<file path="src/rtl/core/ine_pkg.sv">
package ine_pkg;

  localparam int LINE_MAX = 512;
  localparam int ROWS_MAX = 512;

  localparam int CFG_W   = 10;
  localparam int COL_W   = $clog2(LINE_MAX);
  localparam int LEN_W   = $clog2(LINE_MAX + 1);
  localparam int ROW_W   = $clog2(ROWS_MAX + 1);
  localparam int SMP_W   = 16;
  localparam int ENT_W   = SMP_W + 1;
  localparam int LAP_W   = SMP_W + 5;
  localparam int SQ_W    = 2 * LAP_W;
  localparam int CSUM_W  = 35;
  localparam int SSUM_W  = 64;
  localparam int CNT_W   = 18;
  localparam int DIV_W   = 64;
  localparam int ROOT_W  = DIV_W / 2;
  localparam int SIG_W   = 17;

  localparam logic [0:0] REG_ROW_LENGTH = 1'b0;
  localparam logic [0:0] REG_ROW_COUNT  = 1'b1;

  localparam logic [CFG_W-1:0] ROW_LENGTH_RST = CFG_W'(512);
  localparam logic [CFG_W-1:0] ROW_COUNT_RST  = CFG_W'(512);

  // Division of a 32-bit root by six as a multiply by a scaled reciprocal.
  localparam logic [ROOT_W-1:0] SIX_RECIP = ROOT_W'(32'hAAAA_AAAB);
  localparam int                SIX_SHIFT = 34;

endpackage

</file>
<file path="src/rtl/core/ine_div.sv">
module ine_div import ine_pkg::*; (
  input  logic             clk,
  input  logic             rst_n,
  input  logic             start,
  input  logic [DIV_W-1:0] dividend,
  input  logic [CNT_W-1:0] divisor,
  output logic             done,
  output logic [DIV_W-1:0] quotient
);

  localparam int STEP_W = $clog2(DIV_W + 1);

  logic [DIV_W-1:0]  q_r;
  logic [CNT_W-1:0]  d_r;
  logic [CNT_W-1:0]  rem_r;
  logic [STEP_W-1:0] step_r;
  logic              busy_r;
  logic              done_r;
  logic [CNT_W:0]    rem_sh;
  logic [CNT_W:0]    rem_sub;
  logic              fits;

  assign rem_sh  = {rem_r, q_r[DIV_W-1]};
  assign rem_sub = rem_sh - {1'b0, d_r};
  assign fits    = rem_sh >= {1'b0, d_r};

  always_ff @(posedge clk) begin
    if (!rst_n) begin
      busy_r <= 1'b0;
      done_r <= 1'b0;
      step_r <= '0;
    end else begin
      done_r <= 1'b0;
      if (start) begin
        busy_r <= 1'b1;
        step_r <= '0;
        q_r    <= dividend;
        d_r    <= divisor;
        rem_r  <= '0;
      end else if (busy_r) begin
        rem_r  <= fits ? rem_sub[CNT_W-1:0] : rem_sh[CNT_W-1:0];
        q_r    <= {q_r[DIV_W-2:0], fits};
        step_r <= step_r + 1'b1;
        if (step_r == STEP_W'(DIV_W - 1)) begin
          busy_r <= 1'b0;
          done_r <= 1'b1;
        end
      end
    end
  end

  assign done     = done_r;
  assign quotient = q_r;

endmodule

</file>
<file path="config.mk">
export PLATFORM = sky130hd
export DESIGN_NAME = ine_div
export DESIGN_NICKNAME = d
export VERILOG_FILES = /design/src/rtl/core/ine_pkg.sv /design/src/rtl/core/ine_div.sv
export SDC_FILE = /design/constraint.sdc
export NUM_CORES = 1
export LEC_CHECK = 0
export BUFFER_PORTS_ARGS = -buffer_cell sky130_fd_sc_hd__buf_2
export CAP_MARGIN = 20
export CORE_MARGIN = 2
export CORE_UTILIZATION = 47
export CTS_CLUSTER_DIAMETER = 200
export DETAILED_ROUTE_END_ITERATION = 16
export PLACE_DENSITY = 0.87
export SETUP_SLACK_MARGIN = 0.5
export SLEW_MARGIN = 10
export SYNTH_ARGS = -nofsm -noshare
export SYNTH_HDL_FRONTEND = slang
export SYNTH_SLANG_ARGS = --single-unit
</file>
<file path="constraint.sdc">
create_clock -name clk -period 2.98 [get_ports clk]
set_input_delay 0.298 -clock clk [delete_from_list [all_inputs] [get_ports clk]]
set_output_delay 0.298 -clock clk [all_outputs]
set_load 0.03 [all_outputs]
</file>
==> metrics.yaml <==
routing:
  viasPerCell: 5.53
  vias: 3962
  ant_nets: 0
  drtIter0Drc: 191
  firstDrtPassIters: 5
  drc: 0
  wl_mm: 13.2
  wl_per_cell_um: 18.4
floorplan:
  io_pins: 150
  die_x_um: 111
  rows: 38
  core_sq_um: 11000
  start_util_pct: 48.6
  fp.dieArea_sq_um: 12200
  die_h_um: 111
setup_path:
  critPathBufInv: 2
  r2r_end: "rem_r[14]"
  cp_slowest_cell: "edfxtp_1"
  crit_start: "quotient[63]"
  ff2ff_setup_slack_ns: 0.35
  worst_setup_path_start_kind: "flop"
  cp_max_fo: 3
  r2r_start: "quotient[63]"
  worstSetupPathType: "reg2reg"
  critical_path.top_delay_family: "compound AO/OA/AOI/OAI gates"
  rr_worst_depth: 11
  cp_cell_sequence: "inv_2 > ha_4 > inv_2 > fa_2 > a211oi_2 > o21ai_2 > o31ai_4 > a21oi_2 > o21ai_1 > or3b_1 > a21oi_2"
  arrival_ns: 2.83
  cp-end-kind: "flop"
  max_stage_delay_ns: 0.40
  endpoint: "rem_r[14]"
  cp_num_cells: 11
  cp.required_ns: 3.19
synthesis:
  ys.flop_type: "edfxtp_1"
  ys_warn_count: 0
  netlist_area_sq_um: 5340
  ys_seq_area_share_pct: 59.6
  synth_cell_types: 41
  synth-edff-count: 100
  ys_seq_elements: 109
  syn_nets: 503
  avgSynthCellArea_sq_um: 13.4
  synthArstFlopShare_pct: 0
  syn_inst: 398
hold_path:
  min_path_type: "in2reg"
  min_from: "divisor[16]"
finish:
  fin_area_sq_um: 7050
  fin_nets: 676
  fin_cells: 716
  diodes: 0
  areaGrowthSynthToFinish_pct: 32.0
  layout-drive-gt1-share_pct: 51.0
grt:
  grt_max_degree: 86
  grt_pass1_wl_mm: 20.8
  overflow: 0
  grt_pass1_vias: 4185
  grtUsageTotal_pct: 21.3
  grt_antenna_before_repair: 0
clock_network:
  cts_sinks: 109
  cts_tree: "built"
  root_buffer: "clkbuf_16"
  insertion_delay_ns: 0.35
  htreeDepth: 3
  cts_buffers: 9
  clk_path_buf_depth: 2
  clk_pin_slew_ns: 0.07
pwr:
  peakVddDrop_mv: 0.402
  p_leak_uw: 0.00284
  powerDensity_nw_per_um2: 594
timing:
  rsz0062_at_grt: "yes"
  relSlewSlack_pct: 44.6
  worst_pin_slew_ns: 0.831
  fin_crit_sh_pct: 88.1
  final_hold_viol_count: 0
  finalClockSkew_ns: 0.00836
  max_freq_mhz: 381
  drv_slew: 0
  tns_ns: 0
  final.min_clock_period_ns: 2.63
  whs_ns: 0.119
  setup_violations: 0
status:
  status: "completed"
placed_design:
  dp_cells: 678
  placed_cell_area_sq_um: 6310
  place.detailed.hpwl_mm: 8.74
  gp_congestion: 0.893
  io_buffer_count: 149
flow_run:
  cap_violations: 0
==> worst register-to-register path, cell delays in order, from the launching register on <==
cell	delay, ns
edfxtp_1	0.40
inv_2	0.09
ha_4	0.14
inv_2	0.04
fa_2	0.37
a211oi_2	0.22
o21ai_2	0.10
o31ai_4	0.31
a21oi_2	0.11
o21ai_1	0.19
or3b_1	0.38
a21oi_2	0.13
==> cells in the final DEF (no fill, tap or decap), types with 4 or more instances in the layout <==
cell type and instances:
nor2_1 26, o21ai_1 6, buf_6 4, nor3_1 7, inv_1 21, nor2b_1 4, a21oi_2 8, nand2_1 19
nand4_1 6, buf_4 21, mux2i_1 16, o21ai_0 6, buf_2 148, mux2_2 63, ha_1 4, a21oi_1 15
ha_4 12, dfxtp_1 9, clkbuf_16 9, edfxtp_1 100, xor2_1 12, xnor2_1 6
==> metrics by stage <==
step	total power, uW	util (%)	setup slack (ns)
after floorplan	2490	-	0.334
after global placement	2690	57.4	0.204
after detailed placement	2720	57.4	0.220
after CTS	4130	63.4	0.458
after global routing	4350	64.2	0.282
final	4190	64.2	0.353
==> Yosys cell counts (all sizes together) (7+ instances only) <==
cell type,count,area share [%]
clkbuf,7,0.49
nor3,8,0.75
xor2,12,2.0
a21oi,23,2.2
nor2,26,1.8
edfxtp,100,56
nand2,21,1.5
mux2i,16,3.0
o21ai,14,1.3
inv,23,1.6
ha,19,4.4
mux2,64,13
dfxtp,9,3.4
==> where the power goes <==
group	total, uW	internal, uW	switching, uW
registers	1870	1810	61.4
clock network	1310	748	566
logic	1000	446	558
total	4190	3000	1190
==> state kept, by name, summed over array words and instances (netlist names) <==
name	flops
done	1
rem_r	18
busy_r	1
step_r	7
d_r	18
quotient	64
==> area by class of cell <==
type	count	area [sq um]
fillers	767	3930
flip-flops and latches	109	3180
multi-input cells	253	2300
repair buffers	175	983
clock buffers	10	229
well taps	140	175
clock inverters	6	96.3
inverters	23	86.3
==> kinds of logic after synthesis <==
kind of cell	share of synthesized area [%]
AO/OA/AOI/OAI	6.77
XOR/XNOR	2.95
adder cells (fa/ha/maj)	4.82
buffers and inverters	2.62
flip-flops	59.6
multiplexers	16.5
AND/OR/NAND/NOR	6.77
==> metal layers <==
metal,global-route usage (%),up-vias,share of wire [%]
met5,0,-,0
li1,-,1845,-
met1,24.6,1906,39
met2,37.5,181,52
met4,8.00,0,2.2
met3,6.04,30,7.6
==> how the worst min path moves through the flow <==
| stage | to | slack, ns | cells past startpoint |
|---|---|---|---|
| 2_1_floorplan | d_r[0] | 0.40 | 0 |
| 3_3_place_gp | step_r[6] | 0.47 | 2 |
| 3_5_place_dp | d_r[12] | 0.48 | 1 |
| 4_1_cts | d_r[7] | 0.11 | 1 |
| 5_1_grt | d_r[13] | 0.11 | 1 |
| 6_report | d_r[16] | 0.12 | 1 |
==> repair_timing <==
item / in CTS / in global routing
pin swaps: 15 / 12
gates resized for setup: 34 / 9
hold buffers: 0 / 0
endpoints found under the setup margin: 19 / 19
buffers inserted: 14 / 6
gates cloned: 2 / 0
Note: power is estimated with default switching activity, not from simulation.
