[src/rtl/core/ine_pkg.sv]
package ine_pkg;

  localparam int LINE_MAX = 512;
  localparam int ROWS_MAX = 512;

  localparam int CFG_W   = 10;
  localparam int COL_W   = $clog2(LINE_MAX);
  localparam int LEN_W   = $clog2(LINE_MAX + 1);
  localparam int ROW_W   = $clog2(ROWS_MAX + 1);
  localparam int SMP_W   = 16;
  localparam int ENT_W   = SMP_W + 1;
  localparam int LAP_W   = SMP_W + 5;
  localparam int SQ_W    = 2 * LAP_W;
  localparam int CSUM_W  = 35;
  localparam int SSUM_W  = 64;
  localparam int CNT_W   = 18;
  localparam int DIV_W   = 64;
  localparam int ROOT_W  = DIV_W / 2;
  localparam int SIG_W   = 17;

  localparam logic [0:0] REG_ROW_LENGTH = 1'b0;
  localparam logic [0:0] REG_ROW_COUNT  = 1'b1;

  localparam logic [CFG_W-1:0] ROW_LENGTH_RST = CFG_W'(512);
  localparam logic [CFG_W-1:0] ROW_COUNT_RST  = CFG_W'(512);

  // Division of a 32-bit root by six as a multiply by a scaled reciprocal.
  localparam logic [ROOT_W-1:0] SIX_RECIP = ROOT_W'(32'hAAAA_AAAB);
  localparam int                SIX_SHIFT = 34;

endpackage

[src/rtl/core/ine_isqrt.sv]
module ine_isqrt import ine_pkg::*; (
  input  logic              clk,
  input  logic              rst_n,
  input  logic              start,
  input  logic [DIV_W-1:0]  radicand,
  output logic              done,
  output logic [ROOT_W-1:0] root
);

  localparam int REM_W  = ROOT_W + 4;
  localparam int STEP_W = $clog2(ROOT_W + 1);

  logic [DIV_W-1:0]  x_r;
  logic [ROOT_W-1:0] root_r;
  logic [REM_W-1:0]  rem_r;
  logic [STEP_W-1:0] step_r;
  logic              busy_r;
  logic              done_r;
  logic [REM_W-1:0]  cur;
  logic [REM_W-1:0]  trial;
  logic              fits;

  assign cur   = {rem_r[REM_W-3:0], x_r[DIV_W-1:DIV_W-2]};
  assign trial = {2'b00, root_r, 2'b01};
  assign fits  = cur >= trial;

  always_ff @(posedge clk) begin
    if (!rst_n) begin
      busy_r <= 1'b0;
      done_r <= 1'b0;
      step_r <= '0;
    end else begin
      done_r <= 1'b0;
      if (start) begin
        busy_r <= 1'b1;
        step_r <= '0;
        x_r    <= radicand;
        root_r <= '0;
        rem_r  <= '0;
      end else if (busy_r) begin
        rem_r  <= fits ? cur - trial : cur;
        root_r <= {root_r[ROOT_W-2:0], fits};
        x_r    <= {x_r[DIV_W-3:0], 2'b00};
        step_r <= step_r + 1'b1;
        if (step_r == STEP_W'(ROOT_W - 1)) begin
          busy_r <= 1'b0;
          done_r <= 1'b1;
        end
      end
    end
  end

  assign done = done_r;
  assign root = root_r;

endmodule

[config.mk]
export PLATFORM = sky130hd
export DESIGN_NAME = ine_isqrt
export DESIGN_NICKNAME = d
export VERILOG_FILES = /design/src/rtl/core/ine_pkg.sv /design/src/rtl/core/ine_isqrt.sv
export SDC_FILE = /design/constraint.sdc
export NUM_CORES = 1
export LEC_CHECK = 0
export ABC_AREA = 1
export CORE_MARGIN = 1
export CORE_UTILIZATION = 40
export CTS_CLUSTER_DIAMETER = 100
export DETAILED_ROUTE_END_ITERATION = 8
export DONT_BUFFER_PORTS = 1
export PLACE_DENSITY = 0.65
export SYNTH_ARGS = -nofsm -noshare
export SYNTH_HDL_FRONTEND = slang
export SYNTH_SLANG_ARGS = --single-unit
[constraint.sdc]
create_clock -name clk -period 11.7 [get_ports clk]
set_input_delay 2.34 -clock clk [delete_from_list [all_inputs] [get_ports clk]]
set_output_delay 2.34 -clock clk [all_outputs]
set_load 0.03 [all_outputs]
==> flow_summary.json <==
{
  "status": "complete, no violations",
  "ir_drop_mv": 0.1007,
  "worstHoldPathType": "reg -> reg",
  "finalCriticalPeriod_ns": 3.968,
  "crit_family": "buffers and inverters",
  "setup-tns-final_ns": 0,
  "fin_crit_sh": 0.3392,
  "cts_buffers": 17,
  "dieWidth_um": 147.8,
  "async_reset_ff_frac": 0,
  "dp_slack_ns": 7.275,
  "synthTopCellsByArea": "edfxtp_1 46%, nand2_1 23%, inv_1 7.3%",
  "yosysMostFrequentCell": "nand2_1",
  "drt_iter0_markers": 416,
  "cts_tree": "yes",
  "path_cells": "inv_2 -> a21oi_4 -> buf_4 -> buf_4",
  "synth-simple-area-share": 0.3383,
  "hold_buffers": 0,
  "clock_latency_ns": 0.43,
  "drive_gt1_frac": 0.04142,
  "yosysSeqAreaShare": 0.4781,
  "ys.warnings.count": 0,
  "syn2layout_area_growth_pct": 9.996,
  "maxSlewViolCount": 0,
  "hold_viol": 0,
  "ys_ff_latch": 138,
  "die_h_um": 147.8,
  "startpoint_type": "primary input",
  "crit_path_max_fanout": 99,
  "synth_common_cells": "527 x nand2_1, 165 x inv_1, 133 x nor2_1, 130 x edfxtp_1, 35 x ha_1",
  "crit_top_cell": "buf_4",
  "rsz0062_at_grt": "false",
  "critPathRequiredTime_ns": 11.75,
  "cpPeakStageDelay_ns": 0.90,
  "grt_pass1_vias": 6493,
  "synth_compound_area_frac": 0.02223,
  "io_buffers": 0,
  "final_cell_count_no_fill": 1429,
  "drv_cap": 0,
  "htree_levels": 4,
  "fin_nets": 1248,
  "syn-cell-area_mm2": 0.008499,
  "avgSynthCellArea_um2": 7.384,
  "dpl.hpwl_mm": 13.17,
  "yosys.area.top_type_share": 0.4593,
  "start_util": 0.4134,
  "syn-instance-count": 1151,
  "crit_type": "in -> reg",
  "gp_congestion": 0.8949,
  "rows": 52,
  "diodes": 0,
  "crit_buf_inv": 3,
  "cp_slowest_cell": "buf_4",
  "worst_slew_pin_slew_ns": 1.035,
  "remaining_drc_errors": 0,
  "layout_setup_ws_ns": 7.732,
  "syn-num-nets": 1253,
  "finalSetupViolCount": 0,
  "synth_cell_types": 32,
  "synth_edf_count": 130,
  "synth-xor-area-share": 0.01958,
  "coreArea_mm2": 0.02056,
  "skew_ns": 0.008236,
  "max_freq_mhz": 252.0,
  "antenna_found_initial": 0,
  "drt_first_pass_iters": 5,
  "yosys.area_share.adder": 0.05152,
  "hold_ws_ns": 0.4941,
  "path_clk_slew_ns": 0.06,
  "dieArea_mm2": 0.02184,
  "ant_nets": 0,
  "cp-end-kind": "register",
  "routed_wl_mm": 18.54,
  "clockBufferDepth": 2,
  "grt-ovfl-total": 0,
  "cts_sinks": 138,
  "dp.cells": 1397,
  "grt_pass1_wl_mm": 31.22,
  "synthMuxAreaShare": 0,
  "grt_usage": 0.1816,
  "pin_count": 100,
  "crit_arrival_ns": 4.01,
  "vias_per_cell": 4.661,
  "wl_per_cell_um": 12.97,
  "grt_start_max_net_pins": 100,
  "leakagePower_nw": 4.694,
  "post_cts_resized": 0,
  "yosysTopAreaCell": "edfxtp_1",
  "synth_top_family_by_area": "simple AND/OR/NAND/NOR gates",
  "synthFlopType": "edfxtp_1",
  "p_per_area_mw_per_mm2": 157.8,
  "cts_setup_buffers": 0,
  "root_buffer": "clkbuf_16",
  "slew-limit-headroom": 0.3099,
  "num_vias": 6660
}
-- routing by layer --
| metal | up-vias | GRT usage | share of wire |
|---|---|---|---|
| met5 | - | 0 | 0 |
| met4 | 0 | 0.04742 | 0.0095 |
| met3 | 13 | 0.05617 | 0.067 |
| met2 | 161 | 0.2821 | 0.43 |
| met1 | 2943 | 0.2452 | 0.49 |
| li1 | 3543 | - | - |
-- logic make-up after synthesis --
family	Yosys count
xor+xnor	19
simple gates	727
flops	138
buf+inv	197
fa+ha+maj	35
compound gates	35
-- power breakdown --
group          switching [W]  internal (W)
registers          0.0000292      0.000589
logic               0.000198      0.000102
clock network       0.000220      0.000337
total               0.000447       0.00103
-- area by class of cell --
class	instances	area [µm²]
Clock buffer	19	432.9
Fill cell	2160	11210
Timing Repair Buffer	4	30.03
Tap cell	270	337.8
Inverter	169	634.4
Sequential cell	138	4064
Multi-Input combinational cell	816	3680
Clock inverter	13	170.2
-- worst reg2reg max path: cells and delay by family, from the launching register on --
kind,cells,cell delay [ns]
buffers and inverters,2,0.63
and+or+nand+nor,9,1.11
adders and majority gates,1,0.40
DFF,1,0.55
-- path summary, 6_finish.rpt --
path | cells past startpoint | startpoint | slack (ns) | to
min | 2 | step_r[1]$_SDFFE_PP0P_ | 0.49 | step_r[1]$_SDFFE_PP0P_
min reg2reg | 2 | step_r[1]$_SDFFE_PP0P_ | 0.49 | step_r[1]$_SDFFE_PP0P_
max reg2reg | 12 | root[25]$_SDFFCE_PP0P_ | 8.75 | rem_r[18]$_SDFFCE_PP0P_
max | 4 | start | 7.73 | root[25]$_SDFFCE_PP0P_
-- per-stage QoR --
| stage | power (W) | cell area (µm²) | util |
|---|---|---|---|
| final | 0.001475 | 9349 | 0.4547 |
| after global routing | 0.001560 | 9349 | 0.4547 |
| after CTS | 0.001489 | 9349 | 0.4547 |
| after floorplan | 0.0008723 | 8499 | - |
| after detailed placement | 0.0009291 | 8746 | 0.4254 |
| after global placement | 0.0009257 | 8746 | 0.4254 |
-- sequential cells by signal, summed over array words and instances, names as in the netlist --
name    cells
x_r        64
busy_r      1
done        1
root       32
rem_r      34
step_r      6
-- layout by cell type, fill, tap and decap left out, types with 2 or more instances in the layout --
cell type   synthesis  routed
buf_4               0       4
xnor2_1            18      18
inv_6               0       2
nor3_1             15      15
clkbuf_16           0      17
nand3_1            19      19
edfxtp_1          130     130
dfxtp_1             8       8
nand2_1           527     527
ha_1               35      35
nor4_1              2       2
bufinv_16           0       3
nand2_2             3       3
o21ai_0             3       3
nor2_1            133     133
clkbuf_1           19       2
clkinv_4            0       4
inv_2               2       3
nor3b_1             2       2
clkinvlp_4          0       3
inv_1             165     165
nand3b_1           10      10
and2_1              2       2
o21bai_1            3       3
nor2_2              5       5
nand4_1             6       6
a21oi_1            26      25
(Power assumes the default switching activity.)
